===== config.mk =====
export PLATFORM = sky130hd
export DESIGN_NAME = multi_channel_adc_serial_reader
export DESIGN_NICKNAME = d
export VERILOG_FILES = /design/src/mcasr_pkg.sv /design/src/mcasr_regs.sv /design/src/mcasr_lane.sv /design/src/mcasr_seq.sv /design/src/mcasr_out.sv /design/src/multi_channel_adc_serial_reader.sv
export VERILOG_INCLUDE_DIRS = /design/src /design/src/src
export SDC_FILE = /design/constraint.sdc
export NUM_CORES = 1
export LEC_CHECK = 0
export BUFFER_PORTS_ARGS = -buffer_cell sky130_fd_sc_hd__buf_2
export CAP_MARGIN = 10
export CELL_PAD_IN_SITES_DETAIL_PLACEMENT = 1
export CELL_PAD_IN_SITES_GLOBAL_PLACEMENT = 2
export CORE_ASPECT_RATIO = 2
export CORE_MARGIN = 2
export CORE_UTILIZATION = 36
export CTS_BUF_LIST = sky130_fd_sc_hd__clkbuf_4 sky130_fd_sc_hd__clkbuf_8
export CTS_CLUSTER_SIZE = 24
export DETAILED_ROUTE_END_ITERATION = 8
export PLACE_DENSITY = 0.83
export SYNTH_ARGS = -nofsm -noshare
export SYNTH_HDL_FRONTEND = slang
export SYNTH_SLANG_ARGS = --single-unit

===== constraint.sdc =====
create_clock -name i_clk -period 6.1 [get_ports i_clk]
set_input_delay 0.305 -clock i_clk [delete_from_list [all_inputs] [get_ports i_clk]]
set_output_delay 0.305 -clock i_clk [all_outputs]
set_load 0.05 [all_outputs]

===== src/assert_macros.svh =====
// Assertion macros shared by the readout design.
`ifndef ASSERT_MACROS_SVH
`define ASSERT_MACROS_SVH

// Check that prop holds at every rising clock edge outside reset.
`define MCASR_ASSERT(name, clk, rst_n, prop, msg) \
    name: assert property (@(posedge clk) disable iff (!rst_n) prop) \
        else $error(msg);

// Check that cond never holds at a rising clock edge outside reset.
`define MCASR_ASSERT_NEVER(name, clk, rst_n, cond, msg) \
    name: assert property (@(posedge clk) disable iff (!rst_n) !(cond)) \
        else $error(msg);

`endif


===== src/mcasr_pkg.sv =====
// Shared constants, types and codes of the converter readout sequencer.
package mcasr_pkg;

    localparam int MAX_CHANNELS = 8;
    localparam int SAMPLE_BITS  = 24;
    localparam int TIMER_BITS   = 16;
    localparam int CH_BITS      = $clog2(MAX_CHANNELS);
    localparam int CNT_BITS     = 4;
    localparam int PULSE_BITS   = 5;
    localparam int TRAIL_BITS   = 2;
    localparam int ADDR_BITS    = 5;
    localparam int DATA_BITS    = 32;
    localparam int LINE_BITS    = 8;
    localparam int S_TDATA_W    = 16;
    localparam int M_TDATA_W    = 32;
    localparam int M_TUSER_W    = 2;

    typedef enum logic [1:0] {
        PH_IDLE,
        PH_SETUP,
        PH_HIGH,
        PH_LOW
    } t_phase;

    typedef enum logic [1:0] {
        ST_PLAIN   = 2'd0,
        ST_WORD    = 2'd1,
        ST_REFUSED = 2'd2
    } t_status;

    typedef enum logic [2:0] {
        REG_CHANNEL_COUNT   = 3'd0,
        REG_HIGH_TICKS      = 3'd1,
        REG_LOW_TICKS       = 3'd2,
        REG_SAMPLE_TICKS    = 3'd3,
        REG_SETUP_TICKS     = 3'd4,
        REG_TRAILING_PULSES = 3'd5
    } t_reg_idx;

    typedef struct packed {
        logic [CNT_BITS-1:0]   channel_count;
        logic [TIMER_BITS-1:0] high_ticks;
        logic [TIMER_BITS-1:0] low_ticks;
        logic [TIMER_BITS-1:0] sample_ticks;
        logic [TIMER_BITS-1:0] setup_ticks;
        logic [TRAIL_BITS-1:0] trailing_pulses;
    } t_cfg;

    typedef struct packed {
        logic clear;
        logic shift;
    } t_lane_ctl;

    typedef struct packed {
        logic                serial_clock;
        logic                busy;
        t_status             status;
        logic                burst;
        logic [CNT_BITS-1:0] n;
    } t_tick_res;

endpackage


===== src/mcasr_regs.sv =====
// Configuration register file behind the APB-style port.
module mcasr_regs (
    input  logic                              i_clk,
    input  logic                              i_rst_n,
    input  logic                              psel,
    input  logic                              penable,
    input  logic                              pwrite,
    input  logic [mcasr_pkg::ADDR_BITS-1:0]   paddr,
    input  logic [mcasr_pkg::DATA_BITS-1:0]   pwdata,
    output logic [mcasr_pkg::DATA_BITS-1:0]   prdata,
    output logic                              pready,
    output mcasr_pkg::t_cfg                   o_cfg
);

    localparam int ADDR_HI = mcasr_pkg::ADDR_BITS - 1;

    mcasr_pkg::t_cfg    r_cfg;
    mcasr_pkg::t_reg_idx w_idx;
    logic               w_wr;

    assign w_idx  = mcasr_pkg::t_reg_idx'(paddr[ADDR_HI:2]);
    assign w_wr   = psel && penable && pwrite;
    assign pready = 1'b1;
    assign o_cfg  = r_cfg;

    always_ff @(posedge i_clk) begin
        if (!i_rst_n) begin
            r_cfg.channel_count   <= mcasr_pkg::CNT_BITS'(1);
            r_cfg.high_ticks      <= mcasr_pkg::TIMER_BITS'(3);
            r_cfg.low_ticks       <= mcasr_pkg::TIMER_BITS'(3);
            r_cfg.sample_ticks    <= mcasr_pkg::TIMER_BITS'(2);
            r_cfg.setup_ticks     <= mcasr_pkg::TIMER_BITS'(2);
            r_cfg.trailing_pulses <= mcasr_pkg::TRAIL_BITS'(3);
        end else if (w_wr) begin
            unique case (w_idx)
                mcasr_pkg::REG_CHANNEL_COUNT:
                    r_cfg.channel_count <= pwdata[mcasr_pkg::CNT_BITS-1:0];
                mcasr_pkg::REG_HIGH_TICKS:
                    r_cfg.high_ticks <= pwdata[mcasr_pkg::TIMER_BITS-1:0];
                mcasr_pkg::REG_LOW_TICKS:
                    r_cfg.low_ticks <= pwdata[mcasr_pkg::TIMER_BITS-1:0];
                mcasr_pkg::REG_SAMPLE_TICKS:
                    r_cfg.sample_ticks <= pwdata[mcasr_pkg::TIMER_BITS-1:0];
                mcasr_pkg::REG_SETUP_TICKS:
                    r_cfg.setup_ticks <= pwdata[mcasr_pkg::TIMER_BITS-1:0];
                mcasr_pkg::REG_TRAILING_PULSES:
                    r_cfg.trailing_pulses <= pwdata[mcasr_pkg::TRAIL_BITS-1:0];
                default: ;
            endcase
        end
    end

    always_comb begin
        prdata = '0;
        unique case (w_idx)
            mcasr_pkg::REG_CHANNEL_COUNT:
                prdata = mcasr_pkg::DATA_BITS'(r_cfg.channel_count);
            mcasr_pkg::REG_HIGH_TICKS:
                prdata = mcasr_pkg::DATA_BITS'(r_cfg.high_ticks);
            mcasr_pkg::REG_LOW_TICKS:
                prdata = mcasr_pkg::DATA_BITS'(r_cfg.low_ticks);
            mcasr_pkg::REG_SAMPLE_TICKS:
                prdata = mcasr_pkg::DATA_BITS'(r_cfg.sample_ticks);
            mcasr_pkg::REG_SETUP_TICKS:
                prdata = mcasr_pkg::DATA_BITS'(r_cfg.setup_ticks);
            mcasr_pkg::REG_TRAILING_PULSES:
                prdata = mcasr_pkg::DATA_BITS'(r_cfg.trailing_pulses);
            default: prdata = '0;
        endcase
    end

endmodule


===== src/mcasr_lane.sv =====
// One channel lane: the 24-bit shift word of a single converter data line.
module mcasr_lane (
    input  logic                                i_clk,
    input  mcasr_pkg::t_lane_ctl                i_ctl,
    input  logic                                i_bit,
    output logic [mcasr_pkg::SAMPLE_BITS-1:0]   o_word
);

    logic [mcasr_pkg::SAMPLE_BITS-1:0] r_word;

    assign o_word = r_word;

    always_ff @(posedge i_clk) begin
        if (i_ctl.clear) begin
            r_word <= '0;
        end else if (i_ctl.shift) begin
            r_word <= {r_word[mcasr_pkg::SAMPLE_BITS-2:0], i_bit};
        end
    end

endmodule


===== src/mcasr_seq.sv =====
// Tick sequencer: setup wait, clock pulse train, sample strobes and read end.
module mcasr_seq (
    input  logic                               i_clk,
    input  logic                               i_rst_n,
    input  mcasr_pkg::t_cfg                    i_cfg,
    input  logic                               i_accept,
    input  logic [mcasr_pkg::LINE_BITS-1:0]    i_lines,
    input  logic                               i_rd,
    input  logic                               i_md,
    output mcasr_pkg::t_lane_ctl               o_lane_ctl,
    output mcasr_pkg::t_tick_res               o_res
);

    localparam int TB = mcasr_pkg::TIMER_BITS;
    localparam int PB = mcasr_pkg::PULSE_BITS;
    localparam int CB = mcasr_pkg::CNT_BITS;

    mcasr_pkg::t_phase r_phase, n_phase, w_ph;
    logic [TB-1:0]     r_tc, n_tc, w_tc;
    logic [PB-1:0]     r_pc, n_pc, w_pc;
    logic              r_samp, n_samp;
    logic              r_clk, n_clk;

    logic [CB-1:0]     w_n;
    logic [TB-1:0]     w_hi, w_lo, w_setup, w_smp, w_at;
    logic [TB:0]       w_tc_inc;
    logic [PB-1:0]     w_trail, w_total;
    logic [mcasr_pkg::LINE_BITS-1:0] w_mask;
    mcasr_pkg::t_lane_ctl w_ctl;
    mcasr_pkg::t_tick_res w_res;

    always_comb begin
        if (i_cfg.channel_count == '0) begin
            w_n = CB'(1);
        end else if (i_cfg.channel_count > CB'(mcasr_pkg::MAX_CHANNELS)) begin
            w_n = CB'(mcasr_pkg::MAX_CHANNELS);
        end else begin
            w_n = i_cfg.channel_count;
        end
        w_hi    = (i_cfg.high_ticks == '0) ? TB'(1) : i_cfg.high_ticks;
        w_lo    = (i_cfg.low_ticks == '0) ? TB'(1) : i_cfg.low_ticks;
        w_setup = (i_cfg.setup_ticks == '0) ? TB'(1) : i_cfg.setup_ticks;
        w_smp   = (i_cfg.sample_ticks == '0) ? TB'(1) : i_cfg.sample_ticks;
        w_at    = (w_smp > w_hi - TB'(1)) ? w_hi - TB'(1) : w_smp;
        w_trail = (i_cfg.trailing_pulses == '0) ? PB'(1) : PB'(i_cfg.trailing_pulses);
        w_total = PB'(mcasr_pkg::SAMPLE_BITS) + w_trail;
        for (int i = 0; i < mcasr_pkg::LINE_BITS; i++) begin
            w_mask[i] = (i < mcasr_pkg::MAX_CHANNELS) && (CB'(i) < w_n);
        end
    end

    assign w_tc_inc = {1'b0, r_tc} + (TB+1)'(1);

    always_comb begin
        w_ph = r_phase;
        w_tc = r_tc;
        w_pc = r_pc;
        unique case (r_phase)
            mcasr_pkg::PH_SETUP: begin
                if (w_tc_inc >= {1'b0, w_setup}) begin
                    w_ph = mcasr_pkg::PH_HIGH;
                    w_tc = '0;
                end else begin
                    w_tc = w_tc_inc[TB-1:0];
                end
            end
            mcasr_pkg::PH_HIGH: begin
                if (w_tc_inc >= {1'b0, w_hi}) begin
                    w_ph = mcasr_pkg::PH_LOW;
                    w_tc = '0;
                end else begin
                    w_tc = w_tc_inc[TB-1:0];
                end
            end
            mcasr_pkg::PH_LOW: begin
                if (w_tc_inc >= {1'b0, w_lo}) begin
                    w_ph = mcasr_pkg::PH_HIGH;
                    w_tc = '0;
                    w_pc = r_pc + PB'(1);
                end else begin
                    w_tc = w_tc_inc[TB-1:0];
                end
            end
            default: ;
        endcase

        n_phase = w_ph;
        n_tc    = w_tc;
        n_pc    = w_pc;
        n_samp  = r_samp;
        n_clk   = r_clk;
        w_ctl   = '0;
        w_res.status = mcasr_pkg::ST_PLAIN;
        w_res.burst  = 1'b0;
        w_res.n      = w_n;
        w_res.busy   = 1'b1;

        unique case (w_ph)
            mcasr_pkg::PH_IDLE: begin
                n_clk = 1'b0;
                w_res.busy = 1'b0;
                if (i_rd && ((i_lines & w_mask) != '0)) begin
                    w_res.status = mcasr_pkg::ST_REFUSED;
                end else if (i_rd || i_md) begin
                    n_samp     = i_rd;
                    n_phase    = mcasr_pkg::PH_SETUP;
                    n_tc       = '0;
                    n_pc       = '0;
                    w_ctl.clear = 1'b1;
                    w_res.busy = 1'b1;
                end
            end
            mcasr_pkg::PH_SETUP: begin
                n_clk = 1'b0;
            end
            mcasr_pkg::PH_HIGH: begin
                n_clk = 1'b1;
                w_ctl.shift = r_samp && (w_pc < PB'(mcasr_pkg::SAMPLE_BITS)) && (w_tc == w_at);
            end
            mcasr_pkg::PH_LOW: begin
                n_clk = 1'b0;
                if (({1'b0, w_tc} + (TB+1)'(1) >= {1'b0, w_lo}) &&
                    ({1'b0, w_pc} + (PB+1)'(1) >= {1'b0, w_total})) begin
                    n_phase    = mcasr_pkg::PH_IDLE;
                    n_tc       = '0;
                    n_pc       = '0;
                    w_res.busy = 1'b0;
                    if (r_samp) begin
                        n_samp       = 1'b0;
                        w_res.burst  = 1'b1;
                        w_res.status = mcasr_pkg::ST_WORD;
                    end
                end
            end
            default: ;
        endcase
        w_res.serial_clock = n_clk;
    end

    always_ff @(posedge i_clk) begin
        if (!i_rst_n) begin
            r_phase <= mcasr_pkg::PH_IDLE;
            r_tc    <= '0;
            r_pc    <= '0;
            r_samp  <= 1'b0;
            r_clk   <= 1'b0;
        end else if (i_accept) begin
            r_phase <= n_phase;
            r_tc    <= n_tc;
            r_pc    <= n_pc;
            r_samp  <= n_samp;
            r_clk   <= n_clk;
        end
    end

    assign o_lane_ctl.clear = i_accept && w_ctl.clear;
    assign o_lane_ctl.shift = i_accept && w_ctl.shift;
    assign o_res            = w_res;

endmodule


===== src/mcasr_out.sv =====
// Output merge stage: result register and channel burst over the lane words.
`include "assert_macros.svh"

module mcasr_out (
    input  logic                                i_clk,
    input  logic                                i_rst_n,
    input  logic                                i_load,
    input  mcasr_pkg::t_tick_res                i_res,
    input  logic [mcasr_pkg::SAMPLE_BITS-1:0]   i_words [mcasr_pkg::MAX_CHANNELS],
    output logic                                o_s_ready,
    output logic                                o_valid,
    input  logic                                i_ready,
    output logic [mcasr_pkg::M_TDATA_W-1:0]     o_tdata,
    output logic [mcasr_pkg::M_TUSER_W-1:0]     o_tuser,
    output logic                                o_tlast
);

    localparam int CHB = mcasr_pkg::CH_BITS;
    localparam int CB  = mcasr_pkg::CNT_BITS;
    localparam int PAD = mcasr_pkg::M_TDATA_W - mcasr_pkg::SAMPLE_BITS - CHB - 2;

    logic                              r_valid, n_valid;
    logic                              r_burst, n_burst;
    logic [CHB-1:0]                    r_next_ch, n_next_ch;
    logic [CB-1:0]                     r_n, n_n;
    logic                              r_clk, n_clk;
    logic                              r_busy, n_busy;
    mcasr_pkg::t_status                r_status, n_status;
    logic [CHB-1:0]                    r_ch, n_ch;
    logic [mcasr_pkg::SAMPLE_BITS-1:0] r_conv, n_conv;
    logic                              r_last, n_last;
    logic                              w_take;

    assign w_take    = r_valid && i_ready;
    assign o_s_ready = !r_burst && (!r_valid || i_ready);

    always_comb begin
        n_valid   = r_valid;
        n_burst   = r_burst;
        n_next_ch = r_next_ch;
        n_n       = r_n;
        n_clk     = r_clk;
        n_busy    = r_busy;
        n_status  = r_status;
        n_ch      = r_ch;
        n_conv    = r_conv;
        n_last    = r_last;
        if (w_take) begin
            n_valid = 1'b0;
        end
        if (i_load) begin
            n_valid  = 1'b1;
            n_clk    = i_res.serial_clock;
            n_busy   = i_res.busy;
            n_status = i_res.status;
            n_ch     = '0;
            n_conv   = '0;
            n_last   = 1'b1;
            n_burst  = 1'b0;
            n_n      = i_res.n;
            if (i_res.burst) begin
                n_conv    = i_words[0];
                n_last    = (i_res.n == CB'(1));
                n_burst   = (i_res.n != CB'(1));
                n_next_ch = CHB'(1);
            end
        end else if (w_take && r_burst) begin
            n_valid   = 1'b1;
            n_ch      = r_next_ch;
            n_conv    = i_words[r_next_ch];
            n_last    = (CB'(r_next_ch) + CB'(1) == r_n);
            n_burst   = !n_last;
            n_next_ch = r_next_ch + CHB'(1);
        end
    end

    always_ff @(posedge i_clk) begin
        if (!i_rst_n) begin
            r_valid <= 1'b0;
            r_burst <= 1'b0;
        end else begin
            r_valid <= n_valid;
            r_burst <= n_burst;
        end
    end

    always_ff @(posedge i_clk) begin
        r_next_ch <= n_next_ch;
        r_n       <= n_n;
        r_clk     <= n_clk;
        r_busy    <= n_busy;
        r_status  <= n_status;
        r_ch      <= n_ch;
        r_conv    <= n_conv;
        r_last    <= n_last;
    end

    assign o_valid = r_valid;
    assign o_tdata = {{PAD{1'b0}}, r_conv, r_ch, r_busy, r_clk};
    assign o_tuser = r_status;
    assign o_tlast = r_last;

    `MCASR_ASSERT(a_burst_holds_word, i_clk, i_rst_n, r_burst |-> (r_valid && r_status == mcasr_pkg::ST_WORD), "burst pending without a conversion word in the output register")
    `MCASR_ASSERT(a_word_channel_in_range, i_clk, i_rst_n, (r_valid && r_status == mcasr_pkg::ST_WORD) |-> (CB'(r_ch) < r_n), "conversion word channel beyond active count")
    `MCASR_ASSERT_NEVER(a_last_with_burst, i_clk, i_rst_n, r_valid && r_last && r_burst, "last word marked while more words pending")
    `MCASR_ASSERT_NEVER(a_load_in_burst, i_clk, i_rst_n, i_load && r_burst, "new request loaded during a channel burst")
    `MCASR_ASSERT(a_load_has_room, i_clk, i_rst_n, i_load |-> (!r_valid || i_ready), "result loaded over a pending result")

endmodule


===== src/multi_channel_adc_serial_reader.sv =====
// Top level of the multi-channel converter serial readout sequencer.
// The result of an accepted request appears on the master side in the next cycle.
// Throughput: one request per cycle while the master side keeps up; the request that
// ends a read yields a word per active channel, and the slave side holds off meanwhile.
// Reset (synchronous, active low) returns the sequencer to idle with the clock line low,
// empties the output stage and loads the registers with their reset values.
module multi_channel_adc_serial_reader (
    input  logic                                i_clk,
    input  logic                                i_rst_n,
    input  logic                                psel,
    input  logic                                penable,
    input  logic                                pwrite,
    input  logic [mcasr_pkg::ADDR_BITS-1:0]     paddr,
    input  logic [mcasr_pkg::DATA_BITS-1:0]     pwdata,
    output logic [mcasr_pkg::DATA_BITS-1:0]     prdata,
    output logic                                pready,
    input  logic                                s_axis_tvalid,
    output logic                                s_axis_tready,
    // data_lines[7:0], read_request[8], mode_request[9], zero fill [15:10]
    input  logic [mcasr_pkg::S_TDATA_W-1:0]     s_axis_tdata,
    output logic                                m_axis_tvalid,
    input  logic                                m_axis_tready,
    // serial_clock[0], busy_res[1], channel[4:2], conversion[28:5], zero fill [31:29]
    output logic [mcasr_pkg::M_TDATA_W-1:0]     m_axis_tdata,
    // status[1:0]
    output logic [mcasr_pkg::M_TUSER_W-1:0]     m_axis_tuser,
    output logic                                m_axis_tlast
);

    mcasr_pkg::t_cfg                    w_cfg;
    mcasr_pkg::t_lane_ctl               w_lane_ctl;
    mcasr_pkg::t_tick_res               w_res;
    logic                               w_accept;
    logic [mcasr_pkg::LINE_BITS-1:0]    w_lines;
    logic [mcasr_pkg::SAMPLE_BITS-1:0]  w_words [mcasr_pkg::MAX_CHANNELS];

    assign w_accept = s_axis_tvalid && s_axis_tready;
    assign w_lines  = s_axis_tdata[mcasr_pkg::LINE_BITS-1:0];

    mcasr_regs u_regs (
        .i_clk   (i_clk),
        .i_rst_n (i_rst_n),
        .psel    (psel),
        .penable (penable),
        .pwrite  (pwrite),
        .paddr   (paddr),
        .pwdata  (pwdata),
        .prdata  (prdata),
        .pready  (pready),
        .o_cfg   (w_cfg)
    );

    mcasr_seq u_seq (
        .i_clk      (i_clk),
        .i_rst_n    (i_rst_n),
        .i_cfg      (w_cfg),
        .i_accept   (w_accept),
        .i_lines    (w_lines),
        .i_rd       (s_axis_tdata[mcasr_pkg::LINE_BITS]),
        .i_md       (s_axis_tdata[mcasr_pkg::LINE_BITS+1]),
        .o_lane_ctl (w_lane_ctl),
        .o_res      (w_res)
    );

    for (genvar g = 0; g < mcasr_pkg::MAX_CHANNELS; g++) begin : g_lane
        mcasr_lane u_lane (
            .i_clk  (i_clk),
            .i_ctl  (w_lane_ctl),
            .i_bit  (w_lines[g]),
            .o_word (w_words[g])
        );
    end

    mcasr_out u_out (
        .i_clk     (i_clk),
        .i_rst_n   (i_rst_n),
        .i_load    (w_accept),
        .i_res     (w_res),
        .i_words   (w_words),
        .o_s_ready (s_axis_tready),
        .o_valid   (m_axis_tvalid),
        .i_ready   (m_axis_tready),
        .o_tdata   (m_axis_tdata),
        .o_tuser   (m_axis_tuser),
        .o_tlast   (m_axis_tlast)
    );

endmodule


==> results.yml, run 1 <==
layout:
  mostFrequentLayoutCells: "nand2_1, dfxtp_1, buf_4"
  final_util: 0.467
  nets: 2551
  drive_gt1_frac: 0.283
  final_common_cell: "nand2_1"
  layout.cells.non_filler: 3107
  syn2layout_area_growth_pct: 28.5
drt:
  drt-initial-drc-count: 827
  wl_per_cell_um: 25.5
  drtPass1Iterations: 5
  via_per_inst: 5.64
  num_vias: 17500
  ant_nets: 0
  drc: 0
  totalWireLength_mm: 79.2
synthesis:
  syn-cell-area_um2: 19100
  synth_flop_cell: "dfxtp_1"
  ys_seq_elements: 327
  async_reset_ff_frac: 0
  synth_cells: 2096
  avgSynthCellArea_um2: 9.10
  synth_cell_types: 91
  synth_warnings: 0
  synth-edff-count: 36
  yosysSeqAreaShare: 0.362
global_route:
  grt_util_all_layers: 0.282
  grt-ovfl-total: 0
  grt_pass1_wl_mm: 116
  grt_max_degree: 98
  antenna_found_initial: 3
  grt_pass1_vias: 19400
worst_setup_path:
  r2r-end: "u_out.r_conv[1]$_DFFE_PP_"
  crit_path_frequent_cell: "buf_4"
  crit_family: "compound AO/OA/AOI/OAI gates"
  reg2reg_depth: 34
  worstSetupPathType: "flip-flop to flip-flop"
  crit_slowest_cell: "or3_4"
  cp.arrival_ns: 6.65
  path_max_fanout: 5
  cp.buffers_inverters: 9
  r2r_slack_ns: -0.20
  worstPathRequired_ns: 6.46
  start_kind: "flip-flop"
  critPathCaptureType: "flip-flop"
  reg2reg_from: "u_seq.r_tc[1]$_SDFFE_PN0P_"
  slowest_delay_ns: 0.43
die:
  initial_core_util: 0.363
  num_rows: 119
  die_height_um: 330
  pin_count: 130
  core_um2: 52600
  dieArea_um2: 55000
  fp.dieW_um: 167
timing:
  tightest_slew_ns: 1.10
  finalCritPeriodShare: 1.03
  tns_ns: -6.97
  max_freq_mhz: 159
  setup_viol: 84
  finClkSkew_ns: 0.0489
  finalCriticalPeriod_ns: 6.30
  fin_ws_ns: -0.196
  rsz0062_at_grt: "true"
  hold_viol_final: 0
  max-slew-margin-rel: 0.265
  drv_slew: 0
place:
  pre_cts_slack_ns: -0.761
  io_buffers: 85
  gp_congestion: 0.992
  placedCellCount: 2953
  post-dp-hpwl_mm: 60.6
clock_tree:
  root_buffer: "clkbuf_8"
  cts_buffers: 48
  clock_sinks: 327
  worstSkewPairLatency_ns: 0.65
  clk_path_buf_depth: 3
  cts_tree: "built"
  clk_pin_slew_ns: 0.08
  cts.htree.levels: 2
min_path:
  hold_depth: 3
  min_path_type: "primary input to flip-flop"
  hold_end: "u_regs.o_cfg[38]$_SDFFE_PN0P_"
  hp-start: "pwdata[4]"
flow_run:
  drv_cap: 0
run_status:
  violations: "negative setup slack"
  status: "complete, but fails checks"
power:
  p_leak_nw: 9.29
  ir_worst_vdd_v: 0.000199
  power.density_nw_per_um2: 214
==> routing by layer <==
metal  wire length (um)  track usage  vias up
li1                   -            -     8059
met1              24800        0.245     8686
met2              43200        0.549      488
met3               2710       0.0382      298
met4               8340        0.254        4
met5                 34            0        -
==> cell families after synthesis <==
logic type | after synthesis | synth area share
xor+xnor | 50 | 0.0237
fa+ha+maj | 90 | 0.0590
mux | 279 | 0.179
buf+inv | 244 | 0.0609
compound gates | 393 | 0.147
other cells | 2 | 0.000394
simple gates | 711 | 0.167
flops | 327 | 0.362
==> state kept, by name (all words and copies together), names as in the netlist, 2 cells and up <==
| name | flops |
|---|---|
| g_lane.u_lane.o_word | 192 |
| u_regs.o_cfg | 70 |
| u_out.r_conv | 24 |
| u_seq.r_tc | 16 |
| u_seq.r_pc | 5 |
| u_out.r_n | 4 |
| u_out.r_ch | 3 |
| u_out.r_next_ch | 3 |
| u_out.o_tuser | 2 |
| u_seq.r_phase | 2 |
==> worst max-delay path by stage <==
stage / start / to / slack, ns / cells after the start
after CTS: u_seq.r_tc[6]$_SDFFE_PN0P_ / u_out.r_conv[14]$_DFFE_PP_ / -0.11 / 34
after detailed placement: u_seq.r_tc[11]$_SDFFE_PN0P_ / u_out.r_conv[16]$_DFFE_PP_ / -0.76 / 33
final: u_seq.r_tc[1]$_SDFFE_PN0P_ / u_out.r_conv[1]$_DFFE_PP_ / -0.20 / 34
after global routing: u_seq.r_tc[1]$_SDFFE_PN0P_ / u_out.r_conv[1]$_DFFE_PP_ / -0.50 / 33
after global placement: u_seq.r_tc[11]$_SDFFE_PN0P_ / u_out.r_conv[16]$_DFFE_PP_ / -0.60 / 32
after floorplan: u_seq.r_tc[0]$_SDFFE_PN0P_ / u_out.r_conv[18]$_DFFE_PP_ / 0.0005 / 29
==> timing repair <==
| item | 4_1_cts | 5_1_grt |
|---|---|---|
| gates resized for setup | 121 | 99 |
| buffers inserted | 20 | 15 |
| hold buffers | 23 | 0 |
| pin swaps | 50 | 64 |
| endpoints found under the hold margin | 50 | 0 |
| endpoints found under the setup margin | 247 | 247 |
| cloned | 4 | 2 |
==> metrics by stage <==
stage | hold slack, ns | area [um^2] | power, mW
after CTS | 0.00392 | 23900 | 5.24
after floorplan | 0.429 | 19200 | 2.71
after detailed placement | 0.455 | 21700 | 3.06
after global routing | 0.0183 | 24500 | 5.44
final | 0.0398 | 24500 | 5.24
after global placement | 0.444 | 21700 | 3.05
==> Yosys cell counts, drive strengths merged (10+ instances only) <==
cell / n / area [um^2]
a211oi: 21 / 163
a21boi: 68 / 514
a21oi: 50 / 250
a22oi: 24 / 180
and2: 16 / 100
and3: 14 / 87.6
buf: 62 / 477
clkbuf: 100 / 377
dfxtp: 291 / 5830
edfxtp: 36 / 1080
ha: 90 / 1130
inv: 81 / 304
mux2i: 225 / 2250
mux4: 50 / 1130
nand2: 446 / 1670
nand2b: 10 / 62.6
nand3: 39 / 213
nand4: 23 / 150
nor2: 73 / 290
nor2b: 16 / 100
nor3: 30 / 155
nor4: 20 / 180
o211ai: 10 / 75.1
o21a: 12 / 90.1
o21ai: 79 / 407
o2bb2ai: 24 / 210
xnor2: 30 / 263
xor2: 19 / 166
==> layout make-up <==
type | instances | area (um^2)
fillers | 6013 | 28000
multi-input cells | 1543 | 12100
flip-flops and latches | 327 | 6930
repair buffers | 399 | 3250
clock buffers | 76 | 940
well taps | 665 | 832
inverters | 82 | 318
clock inverters | 14 | 179
diodes | 1 | 2.50
==> worst register-to-register path, delay by kind of cell, from the launching register on <==
family	cells	cell delay, ns
XOR/XNOR	2	0.30
buffers and inverters	9	1.41
AO/OA/AOI/OAI	14	2.40
AND/OR/NAND/NOR	6	0.87
adder cells (fa/ha/maj)	3	0.69
flip-flops	1	0.37
==> power breakdown <==
| part | internal [mW] | leakage (nW) | switching, mW |
|---|---|---|---|
| registers | 2.20 | 2.71 | 0.0261 |
| logic | 0.362 | 5.98 | 0.591 |
| clock network | 1.12 | 0.599 | 0.938 |
Power figures use the tool's default switching activity.
==> run 2: changes to the inputs <==
--- a/config.mk
+++ b/config.mk
@@ -17,6 +17,7 @@
 export CTS_CLUSTER_SIZE = 24
 export DETAILED_ROUTE_END_ITERATION = 8
 export PLACE_DENSITY = 0.83
+export SKIP_CTS_REPAIR_TIMING = 1
 export SYNTH_ARGS = -nofsm -noshare
 export SYNTH_HDL_FRONTEND = slang
 export SYNTH_SLANG_ARGS = --single-unit
==> results.yml, run 2 (synthesized netlist as in run 1, its figures left out) <==
layout:
  final_common_cell: "nand2_1"
  fill_cells: 6018
  multi_input_area_um2: 12000
  syn2layout_area_growth_pct: 29.1
  nets: 2547
  layout.area.seq_um2: 6930
  largest_reg_flops: 192
  drive_gt1_frac: 0.288
  stdcell_area_um2: 24600
  mostFrequentLayoutCells: "nand2_1, dfxtp_1, buf_4"
timing:
  drv_slew: 0
  tightest_slew_ns: 1.08
  max_freq_mhz: 155
  rsz0062_at_grt: "true"
  finalCriticalPeriod_ns: 6.47
  finClkSkew_ns: 0.0632
  hold_viol_final: 0
  setup_viol: 51
  max-slew-margin-rel: 0.281
  tns_ns: -12.51
  finalCritPeriodShare: 1.06
  fin_ws_ns: -0.370
global_route:
  grt-ovfl-total: 0
  antenna_found_initial: 3
  grt_pass1_wl_mm: 113
  grt_pass1_vias: 19000
  grt_util_all_layers: 0.274
  grt_max_degree: 98
run_status:
  violations: "negative setup slack"
  status: "complete, but fails checks"
worst_setup_path:
  crit_slowest_cell: "or4_4"
  critPathCaptureType: "flip-flop"
  worstSetupPathType: "flip-flop to flip-flop"
  start_kind: "flip-flop"
  reg2reg_depth: 31
  worstPathRequired_ns: 6.63
  path_max_fanout: 6
  slowest_delay_ns: 0.55
  cp.arrival_ns: 7.00
drt:
  via_per_inst: 5.74
  drtPass1Iterations: 5
  drt-initial-drc-count: 941
  wl_met2_mm: 44.5
  dr_wl_met3_mm: 2.85
  wl_per_cell_um: 26.2
  top_layer_used: "met5"
  num_vias: 17800
  totalWireLength_mm: 81.3
  ant_nets: 0
  drc: 0
  met1_length_mm: 25.3
die:
  core_um2: 52600
  num_rows: 119
  initial_core_util: 0.363
  pin_count: 130
  fp.dieW_um: 167
  dieArea_um2: 55000
  die_height_um: 330
flow_run:
  drv_cap: 0
power:
  ir_worst_vdd_v: 0.000210
  power.density_nw_per_um2: 213
  p_leak_nw: 9.31
min_path:
  min_path_type: "primary input to flip-flop"
  hold_depth: 3
clock_tree:
  clock_sinks: 327
  cts.htree.levels: 2
  cts_tree: "built"
  clk_path_buf_depth: 3
  cts_buffers: 48
  root_buffer: "clkbuf_8"
  worstSkewPairLatency_ns: 0.67
  clk_pin_slew_ns: 0.07
place:
  io_buffers: 85
  post-dp-hpwl_mm: 60.6
  gp_congestion: 0.992
  placed_cell_area_um2: 21700
-- run 2: cell count changes in the layout (fill, tap and decap cells not counted), moves of 4 or more --
cell and change:
mux2i_1 -8, o2bb2ai_2 -6, a21oi_2 +4, buf_4 -7, ha_4 -4, mux2i_2 +6
buf_12 -6, dlygate4sd3_1 -11, clkbuf_16 +14, a21oi_1 -6, o2bb2ai_1 +7
-- run 2: worst max-delay path, delay by kind of cell, from the launching register on --
kind	cells	cell delay, ns
flip-flops	1	0.39
AND/OR/NAND/NOR	6	1.37
AO/OA/AOI/OAI	12	2.05
XOR/XNOR	2	0.53
buffers and inverters	8	1.21
adder cells (fa/ha/maj)	3	0.83
-- run 2: through the flow --
stage	power (mW)	utilization	setup slack, ns	instances	hold slack (ns)
after CTS	5.14	0.433	-0.800	3043	-0.0562
after detailed placement	3.06	0.412	-0.761	2953	0.455
final	5.26	0.468	-0.370	3103	0.0158
after floorplan	2.71	-	0.000452	2114	0.429
after global placement	3.05	0.412	-0.600	2953	0.444
after global routing	5.44	0.468	-0.591	3103	0.00375
-- run 2: final timing paths --
| check | startpoint | to | slack, ns |
|---|---|---|---|
| setup / recovery | u_seq.r_tc[3]$_SDFFE_PN0P_ | u_seq.r_tc[1]$_SDFFE_PN0P_ | -0.37 |
| setup reg to reg | u_seq.r_tc[3]$_SDFFE_PN0P_ | u_seq.r_tc[1]$_SDFFE_PN0P_ | -0.37 |
| hold / removal | pwdata[7] | u_regs.o_cfg[57]$_SDFFE_PN0P_ | 0.02 |
| hold reg to reg | g_lane[4].u_lane.o_word[23]$_SDFFE_PP0P_ | g_lane[4].u_lane.o_word[23]$_SDFFE_PP0P_ | 0.46 |
-- run 2: per-layer routing --
layer / vias up / track usage
met1: 8811 / 0.237
met4: 4 / 0.245
met2: 592 / 0.536
met5: - / 0
li1: 8079 / -
met3: 335 / 0.0380
-- run 2: layout make-up --
type	count	share of cell area
Multi-Input combinational cell	1544	0.489
Sequential cell	327	0.281
Timing Repair Buffer	394	0.138
Clock buffer	76	0.0382
Tap cell	665	0.0338
Inverter	82	0.0128
Clock inverter	14	0.00727
Antenna cell	1	0.000102
-- run 2: report_power, final --
part           switching [mW]  internal, mW
Clock                   0.954          1.12
Combinational           0.606         0.350
Sequential             0.0275          2.20
Total                    1.59          3.67
==> run 3: changes to the inputs <==
--- a/config.mk
+++ b/config.mk
@@ -6,13 +6,14 @@
 export SDC_FILE = /design/constraint.sdc
 export NUM_CORES = 1
 export LEC_CHECK = 0
+export ABC_AREA = 1
 export BUFFER_PORTS_ARGS = -buffer_cell sky130_fd_sc_hd__buf_2
 export CAP_MARGIN = 10
 export CELL_PAD_IN_SITES_DETAIL_PLACEMENT = 1
 export CELL_PAD_IN_SITES_GLOBAL_PLACEMENT = 2
 export CORE_ASPECT_RATIO = 2
 export CORE_MARGIN = 2
-export CORE_UTILIZATION = 36
+export CORE_UTILIZATION = 32
 export CTS_BUF_LIST = sky130_fd_sc_hd__clkbuf_4 sky130_fd_sc_hd__clkbuf_8
 export CTS_CLUSTER_SIZE = 24
 export DETAILED_ROUTE_END_ITERATION = 8
==> results.yml, run 3 <==
drt:
  wl_met2_mm: 47.7
  drc: 0
  wl_per_cell_um: 21.1
  drtPass1Iterations: 4
  ant_nets: 0
  totalWireLength_mm: 88.7
  dr_wl_met3_mm: 3.12
  num_vias: 22200
  drt-initial-drc-count: 1077
  met1_length_mm: 29.3
  top_layer_used: "met4"
  via_per_inst: 5.27
place:
  gp_congestion: 0.967
  io_buffers: 85
  post-dp-hpwl_mm: 63.6
  pre_cts_slack_ns: -0.469
  placedCellCount: 4063
  placed_cell_area_um2: 23100
timing:
  fin_ws_ns: -0.108
  setup_viol: 43
  max_freq_mhz: 161
  max-slew-margin-rel: 0.415
  finalCritPeriodShare: 1.02
  finClkSkew_ns: 0.0468
  finalCriticalPeriod_ns: 6.21
  rsz0062_at_grt: "true"
  drv_slew: 0
  hold_viol_final: 2
  tightest_slew_ns: 0.877
  hold-worst-slack_ns: -0.0104
die:
  num_rows: 131
  die_height_um: 364
  pin_count: 130
  initial_core_util: 0.324
  core_um2: 63900
  fp.dieW_um: 184
  dieArea_um2: 66900
worst_setup_path:
  reg2reg_from: "u_seq.r_tc[2]$_SDFFE_PN0P_"
  crit_slowest_cell: "dfxtp_2"
  start_kind: "flip-flop"
  r2r-end: "u_out.r_conv[10]$_DFFE_PP_"
  worstPathRequired_ns: 6.62
  critPathCaptureType: "flip-flop"
  reg2reg_depth: 42
  crit_path_start: "u_seq.r_tc[2]$_SDFFE_PN0P_"
  cp.arrival_ns: 6.73
  slowest_delay_ns: 0.34
  r2r_slack_ns: -0.11
  worstSetupPathType: "flip-flop to flip-flop"
  path_max_fanout: 8
power:
  p_int_mw: 3.59
  power_mw: 5.35
  ir_worst_vdd_v: 0.000149
  power_switching_mw: 1.76
  clockPowerShare: 0.390
  swShare: 0.329
  power.density_nw_per_um2: 210
  seq_power_share: 0.417
  power_frac_comb: 0.192
  p_leak_nw: 12.2
layout:
  fill_cells: 8190
  final_util: 0.398
  syn2layout_area_growth_pct: 23.0
  nets: 3510
  largest_reg_flops: 192
  layout.cells.non_filler: 4204
  stdcell_area_um2: 25500
  drive_gt1_frac: 0.178
  final_common_cell: "nand2_1"
  mostFrequentLayoutCells: "nand2_1, inv_1, nor2_1"
synthesis:
  synth-edff-count: 36
  yosysTopAreaCell: "dfxtp_1"
  synth_most_common_cell: "nand2_1"
  ys_seq_elements: 327
  synth_cell_types: 52
  synth_warnings: 0
  synth_cells: 3165
  synth_flop_cell: "dfxtp_1"
  async_reset_ff_frac: 0
  syn-cell-area_um2: 20700
  synth_top_area_frac: 0.281
  yosysSeqAreaShare: 0.334
  synth_common_cells: "nand2_1, inv_1, nor2_1"
  avgSynthCellArea_um2: 6.54
  synth_area_leaders: "dfxtp_1, nand2_1, inv_1, nand4_1, nor2_1"
min_path:
  min_path_type: "primary input to flip-flop"
  hp-start: "s_axis_tdata[3]"
  hold_end: "g_lane[3].u_lane.o_word[0]$_SDFFE_PP0P_"
  hold_depth: 5
global_route:
  antenna_found_initial: 6
  grt_util_all_layers: 0.256
  grt_max_degree: 134
  grt-ovfl-total: 0
  grt_pass1_wl_mm: 132
  grt_pass1_vias: 23400
run_status:
  status: "complete, but fails checks"
  violations: "negative hold slack, negative setup slack"
clock_tree:
  cts.htree.levels: 2
  clk_pin_slew_ns: 0.07
  clock_sinks: 327
  cts_buffers: 54
  cts_tree: "built"
  clk_path_buf_depth: 3
  worstSkewPairLatency_ns: 0.69
  root_buffer: "clkbuf_8"
flow_run:
  drv_cap: 0
==> run 3: logic make-up (layout without fill, tap and decap cells) <==
| logic type | Yosys count | count (layout) | synth area share |
|---|---|---|---|
| xor+xnor | 47 | 47 | 0.0199 |
| other cells | 2 | 24 | 0.000363 |
| fa+ha+maj | 90 | 90 | 0.0544 |
| compound gates | 498 | 498 | 0.133 |
| flops | 327 | 327 | 0.334 |
| simple gates | 1398 | 1398 | 0.297 |
| buf+inv | 803 | 1022 | 0.161 |
==> run 3: worst max path at each step <==
stage	cells after the start	endpoint
floorplan	41	u_out.r_next_ch[0]$_SDFFCE_PP1P_
global placement	38	u_out.r_conv[23]$_DFFE_PP_
detailed placement	43	u_out.r_conv[23]$_DFFE_PP_
CTS	43	u_out.r_conv[23]$_DFFE_PP_
global route	41	u_out.r_conv[10]$_DFFE_PP_
finish	42	u_out.r_conv[10]$_DFFE_PP_
==> run 3: per-stage QoR <==
stage / setup TNS [ns] / hold WS (ns)
2_1_floorplan: 0 / 0.431
3_3_place_gp: -6.63 / 0.461
3_5_place_dp: -17.40 / 0.483
4_1_cts: -18.06 / -0.0597
5_1_grt: -16.69 / 0.00836
6_report: -1.93 / -0.0104
==> run 3: per-layer routing <==
layer | vias up | global-route usage
met3 | 351 | 0.0324
li1 | 10500 | -
met5 | - | 0
met2 | 551 | 0.495
met1 | 10700 | 0.236
met4 | 0 | 0.209
==> run 3: layout make-up <==
class / instances / area, um^2 / area share
clock inverters: 9 / 66.3 / 0.00260
clock buffers: 89 / 1060 / 0.0415
diodes: 4 / 10.0 / 0.000393
repair buffers: 343 / 2850 / 0.112
well taps: 798 / 998 / 0.0392
inverters: 581 / 2180 / 0.0857
multi-input cells: 2053 / 11400 / 0.447
flip-flops and latches: 327 / 6910 / 0.272
==> run 3: critical path: cells and delay by family, from the launching register on <==
kind                       cells  cell delay [ns]
xor gates and xnor gates       1             0.18
buffers and inverters          8             0.87
DFF                            1             0.34
adders and majority gates      3             0.73
AOI/OAI and AO/OA              4             0.55
and+or+nand+nor               26             3.38
==> run 3: power groups by stage <==
stage | clock network [mW] | registers (mW) | logic [mW]
after floorplan | 0 | 2.33 | 0.532
after global placement | 0 | 2.28 | 0.946
after detailed placement | 0 | 2.28 | 0.968
after CTS | 2.14 | 2.23 | 0.968
after global routing | 2.22 | 2.23 | 1.09
final | 2.09 | 2.23 | 1.03
